===== config.mk =====
export PLATFORM = sky130hd
export DESIGN_NAME = ptb_ctrl
export DESIGN_NICKNAME = d
export VERILOG_FILES = /design/src/ptb_pkg.sv /design/src/ptb_ctrl.sv
export SDC_FILE = /design/constraint.sdc
export NUM_CORES = 1
export LEC_CHECK = 0
export ABC_AREA = 0
export BUFFER_PORTS_ARGS = -buffer_cell sky130_fd_sc_hd__buf_2
export CAP_MARGIN = 20
export CORE_AREA = 5 5 46 48
export CTS_BUF_LIST = sky130_fd_sc_hd__clkbuf_2 sky130_fd_sc_hd__clkbuf_4 sky130_fd_sc_hd__clkbuf_8
export CTS_CLUSTER_DIAMETER = 150
export DETAILED_ROUTE_END_ITERATION = 16
export DIE_AREA = 0 0 51 53
export SLEW_MARGIN = 30
export SYNTH_ARGS = -nofsm -noshare
export SYNTH_HDL_FRONTEND = slang
export SYNTH_SLANG_ARGS = --single-unit

===== constraint.sdc =====
create_clock -name clk -period 2.7 [get_ports clk]
set_input_delay 0.27 -clock clk [delete_from_list [all_inputs] [get_ports clk]]
set_output_delay 0.27 -clock clk [all_outputs]
set_load 0.01 [all_outputs]

===== src/ptb_pkg.sv =====
`default_nettype none
package ptb_pkg;

	localparam int MAX_LEN    = 4096;
	localparam int ALPHABET   = 26;
	localparam int NODES      = MAX_LEN + 2;
	localparam int CHILD_SIZE = NODES * ALPHABET;
	localparam int SYM_W      = 5;
	localparam int NODE_W     = 13;
	localparam int LEN_W      = 14;
	localparam int POS_W      = 13;
	localparam int CADDR_W    = 17;
	localparam int WIDE_W     = 16;

	typedef enum logic [4:0] {
		ST_IDLE,
		ST_FRD,
		ST_FTX,
		ST_FCMP,
		ST_CRD,
		ST_CCK,
		ST_CEV,
		ST_LRD,
		ST_LGOT,
		ST_ORD,
		ST_OWR,
		ST_PRD,
		ST_PGOT,
		ST_SGOT,
		ST_KGOT,
		ST_FIN,
		ST_OUT
	} state_t;

	typedef enum logic [2:0] {
		NS_U,
		NS_CHILD,
		NS_LK,
		NS_CUR,
		NS_P,
		NS_S,
		NS_LKP
	} nsel_t;

	typedef struct packed {
		logic  accept;
		logic  find_tx;
		logic  find_cmp;
		logic  child_chk;
		logic  child_eval;
		logic  link_got;
		logic  occ_wr;
		logic  p_got;
		logic  s_got;
		logic  k_got;
		logic  fin;
		logic  out_load;
		nsel_t nsel;
	} cmd_t;

	typedef struct packed {
		logic sym_bad;
		logic full;
		logic match;
		logic child_ok;
		logic phase2;
		logic len_one;
		logic p_root;
	} sts_t;

	function automatic logic [NODE_W-1:0] node_ok(input logic [NODE_W-1:0] x);
		return (int'(x) < NODES) ? x : '0;
	endfunction

endpackage
`default_nettype wire


===== src/ptb_ctrl.sv =====
`default_nettype none
module ptb_ctrl (
	input  wire logic          clk,
	input  wire logic          arst_n,
	input  wire logic          in_valid,
	output logic               in_stall,
	output logic               out_valid,
	input  wire logic          out_stall,
	input  wire ptb_pkg::sts_t sts,
	output ptb_pkg::cmd_t      cmd
);

	ptb_pkg::state_t state_q;
	ptb_pkg::state_t state_d;
	logic            out_valid_q;
	logic            out_free;

	assign out_free  = !out_valid_q || !out_stall;
	assign out_valid = out_valid_q;

	always_comb begin
		state_d = state_q;
		case (state_q)
			ptb_pkg::ST_IDLE: begin
				if (in_valid) begin
					if (sts.sym_bad || sts.full) begin
						state_d = ptb_pkg::ST_OUT;
					end else begin
						state_d = ptb_pkg::ST_FRD;
					end
				end
			end
			ptb_pkg::ST_FRD:  state_d = ptb_pkg::ST_FTX;
			ptb_pkg::ST_FTX:  state_d = ptb_pkg::ST_FCMP;
			ptb_pkg::ST_FCMP: state_d = sts.match ? ptb_pkg::ST_CRD : ptb_pkg::ST_FRD;
			ptb_pkg::ST_CRD:  state_d = ptb_pkg::ST_CCK;
			ptb_pkg::ST_CCK:  state_d = ptb_pkg::ST_CEV;
			ptb_pkg::ST_CEV: begin
				if (sts.phase2) begin
					state_d = ptb_pkg::ST_LRD;
				end else if (sts.child_ok) begin
					state_d = ptb_pkg::ST_ORD;
				end else if (sts.len_one) begin
					state_d = ptb_pkg::ST_LRD;
				end else begin
					state_d = ptb_pkg::ST_FRD;
				end
			end
			ptb_pkg::ST_LRD:  state_d = ptb_pkg::ST_LGOT;
			ptb_pkg::ST_LGOT: state_d = ptb_pkg::ST_ORD;
			ptb_pkg::ST_ORD:  state_d = ptb_pkg::ST_OWR;
			ptb_pkg::ST_OWR:  state_d = ptb_pkg::ST_PRD;
			ptb_pkg::ST_PRD:  state_d = sts.p_root ? ptb_pkg::ST_FIN : ptb_pkg::ST_PGOT;
			ptb_pkg::ST_PGOT: state_d = ptb_pkg::ST_SGOT;
			ptb_pkg::ST_SGOT: state_d = ptb_pkg::ST_KGOT;
			ptb_pkg::ST_KGOT: state_d = ptb_pkg::ST_PRD;
			ptb_pkg::ST_FIN:  state_d = ptb_pkg::ST_OUT;
			ptb_pkg::ST_OUT: begin
				if (out_free) begin
					state_d = ptb_pkg::ST_IDLE;
				end
			end
			default: state_d = ptb_pkg::ST_IDLE;
		endcase
	end

	always_comb begin
		cmd      = '0;
		cmd.nsel = ptb_pkg::NS_U;
		in_stall = 1'b1;
		case (state_q)
			ptb_pkg::ST_IDLE: begin
				in_stall   = 1'b0;
				cmd.accept = in_valid;
			end
			ptb_pkg::ST_FRD:  cmd.nsel = ptb_pkg::NS_U;
			ptb_pkg::ST_FTX:  cmd.find_tx = 1'b1;
			ptb_pkg::ST_FCMP: cmd.find_cmp = 1'b1;
			ptb_pkg::ST_CCK: begin
				cmd.child_chk = 1'b1;
				cmd.nsel      = ptb_pkg::NS_CHILD;
			end
			ptb_pkg::ST_CEV:  cmd.child_eval = 1'b1;
			ptb_pkg::ST_LRD:  cmd.nsel = ptb_pkg::NS_LK;
			ptb_pkg::ST_LGOT: cmd.link_got = 1'b1;
			ptb_pkg::ST_ORD:  cmd.nsel = ptb_pkg::NS_CUR;
			ptb_pkg::ST_OWR:  cmd.occ_wr = 1'b1;
			ptb_pkg::ST_PRD:  cmd.nsel = ptb_pkg::NS_P;
			ptb_pkg::ST_PGOT: begin
				cmd.p_got = 1'b1;
				cmd.nsel  = ptb_pkg::NS_S;
			end
			ptb_pkg::ST_SGOT: begin
				cmd.s_got = 1'b1;
				cmd.nsel  = ptb_pkg::NS_LKP;
			end
			ptb_pkg::ST_KGOT: cmd.k_got = 1'b1;
			ptb_pkg::ST_FIN:  cmd.fin = 1'b1;
			ptb_pkg::ST_OUT:  cmd.out_load = out_free;
			default: cmd = '0;
		endcase
	end

	always_ff @(posedge clk or negedge arst_n) begin
		if (!arst_n) begin
			state_q     <= ptb_pkg::ST_IDLE;
			out_valid_q <= 1'b0;
		end else begin
			state_q <= state_d;
			if (cmd.out_load) begin
				out_valid_q <= 1'b1;
			end else if (!out_stall) begin
				out_valid_q <= 1'b0;
			end
		end
	end

endmodule
`default_nettype wire


==> results.json <==
{
  "grt_pass1_wl_microns": 2370,
  "ys_seq_area_share_pct": 25.9,
  "multiInputGateArea_sq_um": 373,
  "cellPowerDensity_nw_per_um2": 804,
  "syn_area_sq_um": 581,
  "synth_cells": 78,
  "worst_ep_arrival_time_ps": 1640,
  "wl_per_cell_microns": 12.9,
  "maxSlewHeadroom_pct": 65.2,
  "cts.root.buffer_cell": "clkbuf_4",
  "cts_resized": 0,
  "fin_ws_ps": 792,
  "post-synth-top-area-cell": "dfrtp_1",
  "first_pass_iters": 4,
  "critPathKind": "flip-flop to primary output",
  "outcome": "complete, no violations",
  "synthArstFlopShare_pct": 100,
  "postCtsHoldBufs": 1,
  "clk_pin_slew_worst_paths_ps": 50,
  "min_period_ps": 1910,
  "finalCritPeriodShare_pct": 70.7,
  "r2r-start": "state_q[3]",
  "cts_buffers": 3,
  "worst_hold_path_type": "primary input to flip-flop",
  "area_growth_pct": 23.9,
  "cts-htree-levels": 1,
  "synth_nets": 89,
  "synth_warnings": 0,
  "synth-main-ff-cell": "dfrtp_1",
  "final_core_util_pct": 43.1,
  "skew_ps": 10.6,
  "slowest_stage": "dfrtp_1",
  "cp-start-kind": "flip-flop",
  "drv_cap": 0,
  "antenna_found_initial": 0,
  "start_util_pct": 34.8,
  "vias": 640,
  "clock_path_buffers": 2,
  "layout_commonest_cell": "buf_2",
  "drc": 0,
  "grt_start_max_net_pins": 19,
  "slew_violations": 0,
  "cp_cell_sequence": "nor4_1 -> nand2_1 -> a21oi_1 -> buf_2",
  "finalWirelength_microns": 1520,
  "drive_above_1_share_pct": 32.7,
  "max_freq_mhz": 524,
  "die_w_microns": 51,
  "place_ws_ps": 1060,
  "ys_ff_latch": 6,
  "cts_tree": "yes",
  "mostFrequentLayoutCells": "27 x buf_2, 12 x nor3_1, 10 x nand2_1",
  "yosys-top-cells-area": "dfrtp_1 26%, nor3_1 10%, nand2_1 6.5%, a21oi_1 4.3%, nand2b_1 4.3%",
  "dp_hpwl_microns": 1160,
  "clock_sinks": 6,
  "max_slew.worst_pin.slew_ps": 522,
  "viasPerCell": 5.42,
  "port-buffer-count": 27,
  "worstSetupStartpoint": "state_q[3]",
  "grt_pass1_vias": 540,
  "synth-edff-count": 0,
  "std_cell_rows": 15,
  "drtAntennaViolNets": 0,
  "globalplace.congestion": 0.712,
  "rsz0062_at_grt": "false",
  "final-seq-area_sq_um": 150,
  "setup_violations": 0,
  "endpoint_kind": "primary output",
  "synth.avg_cell_area_sq_um": 7.44,
  "tns_ps": 0,
  "leakage_nw": 0.338,
  "crit_fanout": 18,
  "clock_latency_ps": 250,
  "grt_overflow": 0,
  "grtUsageTotal_pct": 11.6,
  "synth_cell_types": 33,
  "n_antenna_cell": 0,
  "die_area_sq_um": 2700,
  "worstHoldStart": "out_stall",
  "core_sq_um": 1670,
  "total_power_w": 0.000578,
  "drt_first_iter_violations": 17,
  "ir_worst_vdd_uv": 544,
  "cp.required_ps": 2430,
  "die_y_microns": 53,
  "n_fill_cell": 178,
  "max_stage_delay_ps": 560,
  "nNetsFinal": 114,
  "synth_top_area_share_pct": 25.9,
  "hold_viol": 0,
  "cts_setup_buffers": 0,
  "num_io_pins": 28
}
-- critical path, delay by kind of cell (launching register included) --
kind	cells	cell delay [ps]
AND/OR/NAND/NOR	2	560
buffers and inverters	1	140
flip-flops	1	560
AO/OA/AOI/OAI	1	140
-- final timing paths --
check / cells after the start / end / slack [ps]
worst min-delay path: 3 / out_valid / 270
worst max register to register: 3 / state_q[4] / 1190
min in group asynchronous: 2 / state_q[0] / 370
max in group asynchronous: 2 / state_q[3] / 2170
worst min register to register: 2 / out_valid / 540
worst max-delay path: 4 / cmd[3] / 790
-- cells in the mapped netlist, types with 2 or more instances --
cell type	n
dfrtp_1	6
a21oi_1	5
inv_1	2
o31a_1	2
nand2_1	10
nor3_1	12
nand3b_1	2
buf_2	4
nor2b_1	2
nand2b_1	4
buf_4	2
nor2_1	6
-- cell type report --
| cell class | count | area share (%) |
|---|---|---|
| clock buffer | 3 | 3.13 |
| inverter | 2 | 1.04 |
| multi-input combinational | 62 | 51.8 |
| sequential | 6 | 20.9 |
| tap | 17 | 2.96 |
| timing repair buffer | 28 | 20.2 |
-- where the power goes --
group | switching, W | internal (W) | total [W]
Sequential | 0.0000911 | 0.000118 | 0.000209
Combinational | 0.000148 | 0.000139 | 0.000287
Clock | 0.0000324 | 0.0000503 | 0.0000827
Total | 0.000271 | 0.000307 | 0.000578
-- metal layers --
metal,global-route usage [%],share of wire [%],up-vias,wire length [microns]
met5,0,0,-,0
met4,4.04,0,0,0
met3,2.82,5.6,0,85
met2,18.5,50,19,767
met1,15.2,44,296,666
li1,-,-,325,-
-- registers in the layout, summed over array words and instances (netlist names) --
signal	count
state_q	5
out_valid	1
-- logic make-up after synthesis --
group	count (synthesis)	synth area share, %
AND/OR/NAND/NOR	44	39.7
AO/OA/AOI/OAI	17	23.1
flip-flops	6	25.9
buffers and inverters	10	9.91
XOR/XNOR	1	1.51
-- stage by stage --
stage | cell area, sq um | cells | hold WS [ps]
4_1_cts | 719 | 118 | 265
3_3_place_gp | 687 | 114 | 100
6_report | 719 | 118 | 268
5_1_grt | 719 | 118 | 278
3_5_place_dp | 687 | 114 | 102
2_1_floorplan | 581 | 78 | -25.6
Note: power is estimated with default switching activity, not from simulation.
